--- src/lruc_pkg.sv ---
`default_nettype none
// ----------------------------------------------------------------------------
// lruc_pkg
// Shared constants and types for the lru key-value cache: defaults, request
// codes, the scan record that travels down the cell chain and the update
// command broadcast to all cells.
// ----------------------------------------------------------------------------
package lruc_pkg;

    localparam int ENTRIES_DEF     = 8;
    localparam int KEY_WIDTH_DEF   = 64;
    localparam int VALUE_WIDTH_DEF = 64;

    // field widths sized for the largest entry count the design supports (64)
    localparam int IDX_MAX_W  = 6;
    localparam int RANK_MAX_W = 6;
    localparam int LIM_W      = 7;

    localparam int          CAP_W     = 4;
    localparam logic [CAP_W-1:0] CAP_RESET = 4'd5;

    localparam logic REQ_LOOKUP = 1'b0;
    localparam logic REQ_STORE  = 1'b1;

    typedef struct packed {
        logic                  found;
        logic [IDX_MAX_W-1:0]  found_idx;
        logic [RANK_MAX_W-1:0] found_rank;
        logic                  any_valid;
        logic [RANK_MAX_W-1:0] max_rank;
        logic [IDX_MAX_W-1:0]  max_idx;
        logic                  free_found;
        logic [IDX_MAX_W-1:0]  free_idx;
    } scan_rec_t;

    typedef struct packed {
        logic                 valid;
        logic [IDX_MAX_W-1:0] slot;
        logic [LIM_W-1:0]     limit;
        logic                 write_key;
        logic                 write_value;
        logic                 set_valid;
    } cmd_t;

endpackage : lruc_pkg
`default_nettype wire

--- src/lruc_cell.sv ---
`default_nettype none
// ----------------------------------------------------------------------------
// lruc_cell
// One cache entry: key, value, valid bit and recency rank. Folds its entry
// into the scan record passing by and applies broadcast update commands.
// ----------------------------------------------------------------------------
module lruc_cell
    import lruc_pkg::*;
#(
    parameter int ENTRIES     = ENTRIES_DEF,
    parameter int INDEX       = 0,
    parameter int KEY_WIDTH   = KEY_WIDTH_DEF,
    parameter int VALUE_WIDTH = VALUE_WIDTH_DEF
)
(
    input  wire logic                   clk,
    input  wire logic                   rst_n,
    input  wire logic [KEY_WIDTH-1:0]   req_key,
    input  wire logic [VALUE_WIDTH-1:0] req_value,
    input  wire cmd_t                   cmd,
    input  wire logic                   scan_in_vld,
    input  wire scan_rec_t              scan_in,
    input  wire logic [VALUE_WIDTH-1:0] scan_in_value,
    output logic                        scan_out_vld,
    output scan_rec_t                   scan_out,
    output logic [VALUE_WIDTH-1:0]      scan_out_value
);

    localparam int RW = (ENTRIES > 1) ? $clog2(ENTRIES) : 1;

    logic                   valid_reg;
    logic [RW-1:0]          rank_reg;
    logic [KEY_WIDTH-1:0]   key_reg;
    logic [VALUE_WIDTH-1:0] value_reg;

    logic                   scan_vld_reg;
    scan_rec_t              scan_rec_reg;
    logic [VALUE_WIDTH-1:0] scan_value_reg;

    scan_rec_t              scan_rec_next;
    logic [VALUE_WIDTH-1:0] scan_value_next;

    logic                   match;
    logic                   is_slot;
    logic [RANK_MAX_W-1:0]  rank_ext;

    assign match    = valid_reg && (key_reg == req_key);
    assign is_slot  = (cmd.slot == IDX_MAX_W'(INDEX));
    assign rank_ext = RANK_MAX_W'(rank_reg);

    always_comb
    begin
        scan_rec_next   = scan_in;
        scan_value_next = scan_in_value;
        if (match && !scan_in.found)
        begin
            scan_rec_next.found      = 1'b1;
            scan_rec_next.found_idx  = IDX_MAX_W'(INDEX);
            scan_rec_next.found_rank = rank_ext;
            scan_value_next          = value_reg;
        end
        if (valid_reg && (!scan_in.any_valid || (rank_ext > scan_in.max_rank)))
        begin
            scan_rec_next.any_valid = 1'b1;
            scan_rec_next.max_rank  = rank_ext;
            scan_rec_next.max_idx   = IDX_MAX_W'(INDEX);
        end
        if (!valid_reg && !scan_in.free_found)
        begin
            scan_rec_next.free_found = 1'b1;
            scan_rec_next.free_idx   = IDX_MAX_W'(INDEX);
        end
    end

    always_ff @(posedge clk or negedge rst_n)
    begin
        if (!rst_n)
        begin
            valid_reg    <= 1'b0;
            rank_reg     <= '0;
            scan_vld_reg <= 1'b0;
        end
        else
        begin
            scan_vld_reg <= scan_in_vld;
            if (cmd.valid)
            begin
                if (is_slot)
                begin
                    rank_reg <= '0;
                    if (cmd.set_valid)
                    begin
                        valid_reg <= 1'b1;
                    end
                end
                else if (valid_reg && (LIM_W'(rank_reg) < cmd.limit))
                begin
                    rank_reg <= RW'(rank_reg + 1'b1);
                end
            end
        end
    end

    always_ff @(posedge clk)
    begin
        scan_rec_reg   <= scan_rec_next;
        scan_value_reg <= scan_value_next;
        if (cmd.valid && is_slot)
        begin
            if (cmd.write_key)
            begin
                key_reg <= req_key;
            end
            if (cmd.write_value)
            begin
                value_reg <= req_value;
            end
        end
    end

    assign scan_out_vld   = scan_vld_reg;
    assign scan_out       = scan_rec_reg;
    assign scan_out_value = scan_value_reg;

endmodule : lruc_cell
`default_nettype wire

--- src/lruc_chain.sv ---
`default_nettype none
// ----------------------------------------------------------------------------
// lruc_chain
// Row of entry cells. A scan record enters cell 0 and moves one cell per
// cycle; update commands reach every cell at once.
// ----------------------------------------------------------------------------
module lruc_chain
    import lruc_pkg::*;
#(
    parameter int ENTRIES     = ENTRIES_DEF,
    parameter int KEY_WIDTH   = KEY_WIDTH_DEF,
    parameter int VALUE_WIDTH = VALUE_WIDTH_DEF
)
(
    input  wire logic                   clk,
    input  wire logic                   rst_n,
    input  wire logic [KEY_WIDTH-1:0]   req_key,
    input  wire logic [VALUE_WIDTH-1:0] req_value,
    input  wire logic                   launch,
    input  wire cmd_t                   cmd,
    output logic                        result_vld,
    output scan_rec_t                   result,
    output logic [VALUE_WIDTH-1:0]      result_value
);

    logic                   vld_link   [ENTRIES+1];
    scan_rec_t              rec_link   [ENTRIES+1];
    logic [VALUE_WIDTH-1:0] value_link [ENTRIES+1];

    assign vld_link[0]   = launch;
    assign rec_link[0]   = '0;
    assign value_link[0] = '0;

    for (genvar i = 0; i < ENTRIES; i++)
    begin : g_cell
        lruc_cell #(
            .ENTRIES     (ENTRIES),
            .INDEX       (i),
            .KEY_WIDTH   (KEY_WIDTH),
            .VALUE_WIDTH (VALUE_WIDTH)
        ) u_cell (
            .clk            (clk),
            .rst_n          (rst_n),
            .req_key        (req_key),
            .req_value      (req_value),
            .cmd            (cmd),
            .scan_in_vld    (vld_link[i]),
            .scan_in        (rec_link[i]),
            .scan_in_value  (value_link[i]),
            .scan_out_vld   (vld_link[i+1]),
            .scan_out       (rec_link[i+1]),
            .scan_out_value (value_link[i+1])
        );
    end

    assign result_vld   = vld_link[ENTRIES];
    assign result       = rec_link[ENTRIES];
    assign result_value = value_link[ENTRIES];

endmodule : lruc_chain
`default_nettype wire

--- src/lru_key_value_cache_core.sv ---
`default_nettype none
// ----------------------------------------------------------------------------
// lru_key_value_cache_core
// Fully associative key-value cache with least-recently-used replacement.
// ----------------------------------------------------------------------------
// Each request is a lookup or a store and gives one result beat. From
// acceptance, the request is registered, the scan record walks the row of
// entry cells (one cell per cycle), the scan record is latched, and, once
// the output register is free, the update is applied to all cells and the
// output register loaded. A new request is accepted once the previous one
// has loaded its result, even while that result still waits on out_ready,
// so the cache takes no new request while one is still in flight.
// capacity may be written at any time the cache is idle; zero acts as one and
// values above ENTRIES act as ENTRIES. No clearing pass is needed after reset.
module lru_key_value_cache_core
    import lruc_pkg::*;
#(
    parameter int ENTRIES     = ENTRIES_DEF,
    parameter int KEY_WIDTH   = KEY_WIDTH_DEF,
    parameter int VALUE_WIDTH = VALUE_WIDTH_DEF
)
(
    input  wire logic                   clk,
    input  wire logic                   rst_n,
    input  wire logic                   in_valid,
    output logic                        in_ready,
    input  wire logic                   req_type,
    input  wire logic [KEY_WIDTH-1:0]   key,
    input  wire logic [VALUE_WIDTH-1:0] value,
    output logic                        out_valid,
    input  wire logic                   out_ready,
    output logic                        hit,
    output logic [VALUE_WIDTH-1:0]      read_value,
    input  wire logic                   cfg_valid,
    output logic                        cfg_ready,
    input  wire logic [CAP_W-1:0]       cfg_data
);

    localparam int CNT_W = $clog2(ENTRIES + 1);
    localparam int CMP_W = (CNT_W > CAP_W) ? CNT_W : CAP_W;

    localparam logic [1:0] ST_IDLE    = 2'd0;
    localparam logic [1:0] ST_SCAN    = 2'd1;
    localparam logic [1:0] ST_RESOLVE = 2'd2;

    logic [1:0]             state_reg, state_next;
    logic [CAP_W-1:0]       cap_reg;
    logic [CNT_W-1:0]       count_reg;
    logic                   launch_reg;
    logic                   req_type_reg;
    logic [KEY_WIDTH-1:0]   req_key_reg;
    logic [VALUE_WIDTH-1:0] req_value_reg;
    scan_rec_t              res_reg;
    logic [VALUE_WIDTH-1:0] res_value_reg;
    logic                   out_valid_reg;
    logic                   hit_reg;
    logic [VALUE_WIDTH-1:0] read_value_reg;

    logic                   in_accept;
    logic                   chain_vld;
    scan_rec_t              chain_rec;
    logic [VALUE_WIDTH-1:0] chain_value;
    logic                   do_resolve;
    logic [CMP_W-1:0]       cap_ext;
    logic [CMP_W-1:0]       eff_cap;
    logic                   evict;
    cmd_t                   cmd;

    assign in_ready   = (state_reg == ST_IDLE);
    assign in_accept  = in_valid && in_ready;
    assign cfg_ready  = 1'b1;
    assign do_resolve = (state_reg == ST_RESOLVE) && (!out_valid_reg || out_ready);

    // capacity clamped to 1..ENTRIES
    always_comb
    begin
        cap_ext = CMP_W'(cap_reg);
        if (cap_ext == '0)
        begin
            eff_cap = CMP_W'(1);
        end
        else if (cap_ext > CMP_W'(ENTRIES))
        begin
            eff_cap = CMP_W'(ENTRIES);
        end
        else
        begin
            eff_cap = cap_ext;
        end
    end

    assign evict = !res_reg.found && (req_type_reg == REQ_STORE)
                   && (CMP_W'(count_reg) >= eff_cap);

    always_comb
    begin
        cmd             = '0;
        cmd.valid       = do_resolve && (res_reg.found || (req_type_reg == REQ_STORE));
        if (res_reg.found)
        begin
            cmd.slot        = res_reg.found_idx;
            cmd.limit       = LIM_W'(res_reg.found_rank);
            cmd.write_value = (req_type_reg == REQ_STORE);
        end
        else if (evict)
        begin
            cmd.slot        = res_reg.max_idx;
            cmd.limit       = LIM_W'(res_reg.max_rank);
            cmd.write_key   = 1'b1;
            cmd.write_value = 1'b1;
        end
        else
        begin
            cmd.slot        = res_reg.free_idx;
            cmd.limit       = LIM_W'(ENTRIES);
            cmd.write_key   = 1'b1;
            cmd.write_value = 1'b1;
            cmd.set_valid   = 1'b1;
        end
    end

    lruc_chain #(
        .ENTRIES     (ENTRIES),
        .KEY_WIDTH   (KEY_WIDTH),
        .VALUE_WIDTH (VALUE_WIDTH)
    ) u_chain (
        .clk          (clk),
        .rst_n        (rst_n),
        .req_key      (req_key_reg),
        .req_value    (req_value_reg),
        .launch       (launch_reg),
        .cmd          (cmd),
        .result_vld   (chain_vld),
        .result       (chain_rec),
        .result_value (chain_value)
    );

    always_comb
    begin
        state_next = state_reg;
        unique case (state_reg)
            ST_IDLE:
            begin
                if (in_accept)
                begin
                    state_next = ST_SCAN;
                end
            end
            ST_SCAN:
            begin
                if (chain_vld)
                begin
                    state_next = ST_RESOLVE;
                end
            end
            ST_RESOLVE:
            begin
                if (do_resolve)
                begin
                    state_next = ST_IDLE;
                end
            end
            default:
            begin
                state_next = ST_IDLE;
            end
        endcase
    end

    always_ff @(posedge clk or negedge rst_n)
    begin
        if (!rst_n)
        begin
            state_reg     <= ST_IDLE;
            cap_reg       <= CAP_RESET;
            count_reg     <= '0;
            launch_reg    <= 1'b0;
            out_valid_reg <= 1'b0;
        end
        else
        begin
            state_reg  <= state_next;
            launch_reg <= in_accept;
            if (cfg_valid && cfg_ready)
            begin
                cap_reg <= cfg_data;
            end
            if (cmd.valid && cmd.set_valid)
            begin
                count_reg <= CNT_W'(count_reg + 1'b1);
            end
            if (do_resolve)
            begin
                out_valid_reg <= 1'b1;
            end
            else if (out_ready)
            begin
                out_valid_reg <= 1'b0;
            end
        end
    end

    always_ff @(posedge clk)
    begin
        if (in_accept)
        begin
            req_type_reg  <= req_type;
            req_key_reg   <= key;
            req_value_reg <= value;
        end
        if (chain_vld)
        begin
            res_reg       <= chain_rec;
            res_value_reg <= chain_value;
        end
        if (do_resolve)
        begin
            hit_reg        <= res_reg.found;
            read_value_reg <= (res_reg.found && (req_type_reg == REQ_LOOKUP))
                              ? res_value_reg : '0;
        end
    end

    assign out_valid  = out_valid_reg;
    assign hit        = hit_reg;
    assign read_value = read_value_reg;

`ifndef SYNTH
    // the fill count never passes the number of cells
    assert property (@(posedge clk) disable iff (!rst_n)
        CMP_W'(count_reg) <= CMP_W'(ENTRIES))
        else $error("entry count above entry total");

    // a scan record only comes out of the chain while a scan is running
    assert property (@(posedge clk) disable iff (!rst_n)
        chain_vld |-> (state_reg == ST_SCAN))
        else $error("scan result outside scan state");

    // an insert into a free slot needs the scan to have found one
    assert property (@(posedge clk) disable iff (!rst_n)
        (cmd.valid && cmd.set_valid) |-> res_reg.free_found)
        else $error("insert without a free slot");

    // an eviction needs at least one valid entry
    assert property (@(posedge clk) disable iff (!rst_n)
        (do_resolve && evict) |-> res_reg.any_valid)
        else $error("eviction with no valid entry");

    // a new result beat is only loaded by the resolve step
    assert property (@(posedge clk) disable iff (!rst_n)
        $rose(out_valid_reg) |-> ($past(state_reg) == ST_RESOLVE))
        else $error("result beat without resolve");
`endif

endmodule : lru_key_value_cache_core
`default_nettype wire

--- config.mk ---
export PLATFORM = sky130hd
export DESIGN_NAME = lru_key_value_cache_core
export DESIGN_NICKNAME = d
export VERILOG_FILES = /design/src/lruc_pkg.sv /design/src/lruc_cell.sv /design/src/lruc_chain.sv /design/src/lru_key_value_cache_core.sv
export SDC_FILE = /design/constraint.sdc
export NUM_CORES = 2
export LEC_CHECK = 0
export BUFFER_PORTS_ARGS = -buffer_cell sky130_fd_sc_hd__buf_2
export CORE_UTILIZATION = 62
export DETAILED_ROUTE_END_ITERATION = 8
export PLACE_DENSITY = 0.8
export SYNTH_ARGS = -nofsm -noshare
export SYNTH_HDL_FRONTEND = slang
export SYNTH_HIERARCHICAL = 1
export SYNTH_SLANG_ARGS = --single-unit
--- constraint.sdc ---
create_clock -name clk -period 7.25 [get_ports clk]
set_clock_uncertainty 0.05 [all_clocks]
set_input_delay 1.45 -clock clk [delete_from_list [all_inputs] [get_ports clk]]
set_output_delay 1.45 -clock clk [all_outputs]
set_load 0.03 [all_outputs]
# Word level (Yosys, flattened, before mapping)
# Index checks and enable logic that the tools add are counted.
[word_totals] ff_bits=2139 input_bits=138 output_inout_bits=68 wordCells=380
[op_classes] n_addsub=9 magnitude_cmp=17 eq_ne=20 muxes=54 bitwise=1 reduce_logical=136
[ops] operator="$eq A64 B64 Y1" n=8
[ops] operator="$mux W64" n=7
[ops] operator="$mux W3" n=23
[ops] operator="$mux W9" n=7
[ops] operator="$lt A3 B7 Y1" n=8
[ops] operator="$logic_and A1 B1 Y1" n=52
[ops] operator="$reduce_and A2 Y1" n=24
[ops] operator="$gt A3 B6 Y1" n=7
[ops] operator="$mux W13" n=3
[ops] operator="$logic_not A1 Y1" n=30
[ops] operator="$reduce_and A3 Y1" n=9
[ops] operator="$add A3 B1 Y3 const B" n=8
[ops] operator="$eq A6 B3 Y1 const B" n=4
[ops] operator="$reduce_bool A2 Y1" n=9
[ops] operator="$mux W15" n=1
[ops] operator="$eq A6 B2 Y1 const B" n=2
[ops] operator="$logic_or A1 B1 Y1" n=9
[ops] operator="$mux W4" n=2
[ops] operator="$mux W7" n=1
[ops] operator="$eq A6 B1 Y1 const B" n=1
[ops] operator="$logic_not A6 Y1" n=1
[ops] operator="$mux W1" n=6
[ops] operator="$mux W2" n=3
[ops] operator="$pmux W2 S3" n=1
[ops] operator="other kinds (10)" n=11

# Depth between registers and ports, before layout
[depth] word_depth=11 mapped_depth=16 ltp_nobuf=15

# Cells and area by module
# Netlist, hierarchy kept.
[by_module_without_submodules] mod="lruc_cell (u_chain.g_cell[5].u_cell ...)" instances=2 cells_each=485 area_per_inst_um2=8046.5 seq_area_each_um2=5910.7
[by_module_without_submodules] mod="lruc_cell (u_chain.g_cell[2].u_cell ...)" instances=2 cells_each=485 area_per_inst_um2=8045.2 seq_area_each_um2=5910.7
[by_module_without_submodules] mod="lru_key_value_cache_core" instances=1 cells_each=443 area_per_inst_um2=9958.3 seq_area_each_um2=8981.1
[by_module_without_submodules] mod="lruc_cell (u_chain.g_cell[7].u_cell)" instances=1 cells_each=485 area_per_inst_um2=8044.0 seq_area_each_um2=5910.7
[by_module_without_submodules] mod="lruc_cell (u_chain.g_cell[3].u_cell)" instances=1 cells_each=485 area_per_inst_um2=8042.7 seq_area_each_um2=5910.7
[by_module_without_submodules] mod="lruc_cell (u_chain.g_cell[1].u_cell)" instances=1 cells_each=483 area_per_inst_um2=8029.0 seq_area_each_um2=5910.7
[by_module_without_submodules] mod="lruc_cell (u_chain.g_cell[0].u_cell)" instances=1 cells_each=483 area_per_inst_um2=8027.7 seq_area_each_um2=5910.7
[by_module_without_submodules] mod="lruc_chain" instances=1 cells_each=1 area_per_inst_um2=3.8 seq_area_each_um2=0.0

# Least setup slack after synthesis
# No wires, ideal clock.
[synth_path] path_type="input to register" start="input out_ready" end="register u_chain.g_cell[0].u_cell.key_reg[0], enable pin" setup_time_ns=0.429 t_arrival_ns=6.953 required_time_ns=6.771 setup_slack_ns=-0.182 cell_stages=4 path_buffers=0 path_cell_list="nand2b_1 -> nor2b_1 -> o21a_1 -> and3_1"
[synth_lines] item="start, declared" line="lru_key_value_cache_core.sv:31" text="input wire logic out_ready,"
[synth_lines] item="end signal, assigned" line="lruc_cell.sv:112" text="key_reg <= req_key;"
[synth_lines] item="end, declared" line="lruc_cell.sv:33" text="logic [KEY_WIDTH-1:0] key_reg;"

==> results.yml <==
timing:
  fin_ws_ps: 1800
  slew_headroom_pct: 20.9
  final_max_slew_viol_count: 0
  finalCritPeriodShare_pct: 75.2
  fmax_ghz: 0.183
  rsz0062_at_grt: "false"
  tightest_slew_ps: 1190
  tns_ps: 0
  setup_violations: 0
  hold_violations: 0
  post-route-min-period_ps: 5450
synth:
  syn_inst: 4316
  yosysWarningCount: 6
  syn-cell-area_sq_um: 74200
  syn_avg_cell_area_sq_um: 17.2
finish:
  instances_no_fill: 6582
  drive_gt1_share_pct: 24.1
  final_common_cell: "edfxtp_1"
  area_growth_pct: 13.5
  fillers: 6934
  fin_nets: 5001
  final_core_util_pct: 71.1
  diodes: 0
  final_cell_mix: "edfxtp_1, dfxtp_1, mux2_2"
clock_network:
  cts_tree: "built"
  clock_latency_ps: 820
  cts_max_level: 4
  clock_sink_count: 2139
  cts_buffers: 196
  clk_transition_reported_paths_ps: 60
  ctsHoldBuffers: 0
  cts_setup_buffers: 0
  clk_path_buf_depth: 3
  ctsResizeCount: 0
  root_buffer: "clkbuf_16"
status:
  status: "complete, no violations"
floorplanning:
  start_util_pct: 62.7
  fp.coreArea_sq_um: 118000
  io_pins: 206
  std_cell_rows: 126
  dieArea_sq_um: 121000
  die_w_um: 348
  die_y_um: 348
detailed_routing:
  drt_pre_antenna_iters: 6
  drc: 0
  vias_per_cell: 5.58
  drt-initial-drc-count: 3015
  vias: 36700
  drt_wl_total_mm: 147
  ant_nets: 0
  wl_per_cell_um: 22.4
critical_path:
  regToRegEndpoint: "u_chain/g_cell[2].u_cell/key_reg[50]$_DFFE_PP_"
  worst-path-max-fanout: 40
  r2r_cells: 12
  cp-endpoint: "u_chain/g_cell[2].u_cell/key_reg[50]$_DFFE_PP_"
  startpoint_type: "flop"
  cp_common_cell: "nor2_1"
  cp-end-kind: "flop"
  critPathRequiredTime_ps: 7680
  crit_chain: "nor2_1 > nor2_1 > nor2_1 > ha_1 > nand2b_4 > a2111oi_4 > o31a_2 > a221o_1 > or4b_2 > nor3_1 > and3_2 > buf_4"
  r2r_setup_slack_ps: 1800
  critPathMaxStageDelay_ps: 960
  cp_num_cells: 12
  setup.worst_path.start: "cap_ext[2]$_DFFE_PN1P_"
  critPathSlowestCell: "and3_2"
  crit_type: "reg -> reg"
  crit_family: "simple AND/OR/NAND/NOR gates"
  rr_startpoint: "cap_ext[2]$_DFFE_PN1P_"
  crit_arrival_ps: 5880
  cp.buffers_inverters: 1
grt:
  grt.total_usage_pct: 24.6
  grt_pass1_wl_mm: 223
  grt_pass1_vias: 37900
  grt_max_degree: 65
  overflow: 0
  antenna_found_initial: 6
place:
  dp_slack_ps: 1890
  dp_cells: 6212
  routabilityCongestion: 0.882
  numPortBuffers: 204
  place_hpwl_mm: 85.0
pwr:
  powerDensity_nw_per_um2: 302
  ir_worst_vdd_v: 0.000318
  leakagePower_nw: 31.4
worst_hold_path:
  hold_path_class: "reg -> reg"
  min_from: "u_chain/g_cell[1].u_cell/scan_out_vld$_DFF_PN0_"
flow_run:
  maxCapViolCount: 0
-- worst min path at each step --
stage                                                            to  slack, ps  cells past startpoint
floorplan           u_chain/g_cell[0].u_cell/scan_out_vld$_DFF_PN0_        280                      0
global placement    u_chain/g_cell[6].u_cell/scan_out_vld$_DFF_PN0_        280                      0
detailed placement  u_chain/g_cell[3].u_cell/scan_out_vld$_DFF_PN0_        290                      0
CTS                 u_chain/g_cell[3].u_cell/scan_out_vld$_DFF_PN0_        300                      0
global route        u_chain/g_cell[7].u_cell/scan_out_vld$_DFF_PN0_        300                      0
finish              u_chain/g_cell[2].u_cell/scan_out_vld$_DFF_PN0_        300                      0
-- layer usage --
metal	GRT usage, %	vias to the layer above	routed length (um)
met5	0	-	23
met4	10.3	4	5240
met3	4.09	310	10000
met2	41.3	1387	72800
met1	31.8	18400	59300
li1	-	16600	-
-- where the power goes --
part / switching [mW] / total [mW] / internal [mW]
combinational: 0.729 / 1.27 / 0.544
sequential: 0.454 / 14.0 / 13.5
clock: 4.36 / 10.2 / 5.84
total: 5.55 / 25.5 / 19.9
-- worst register-to-register path, stage by stage (launching register included) --
cell	delay [ps]
dfstp_2	550
nor2_1	50
nor2_1	80
nor2_1	50
ha_1	260
nand2b_4	150
a2111oi_4	510
o31a_2	460
a221o_1	370
or4b_2	610
nor3_1	560
and3_2	960
buf_4	470
-- stage by stage --
step / instance area [sq um] / hold WS (ps) / total power, mW
finish: 84200 / 299 / 25.5
global route: 84200 / 304 / 26.3
CTS: 84200 / 297 / 25.6
detailed placement: 77700 / 287 / 15.5
global placement: 77700 / 283 / 15.4
floorplan: 74700 / 281 / 14.9
-- layout make-up --
cell class	instances	area (sq um)	area share, %
Multi-Input combinational cell	1993	17200	20.4
Sequential cell	2139	56200	66.8
Timing Repair Buffer	275	1550	1.84
Clock buffer	282	5570	6.61
Clock inverter	88	936	1.11
Tap cell	1600	2000	2.38
Inverter	205	769	0.913
Power figures use the tool's default switching activity.
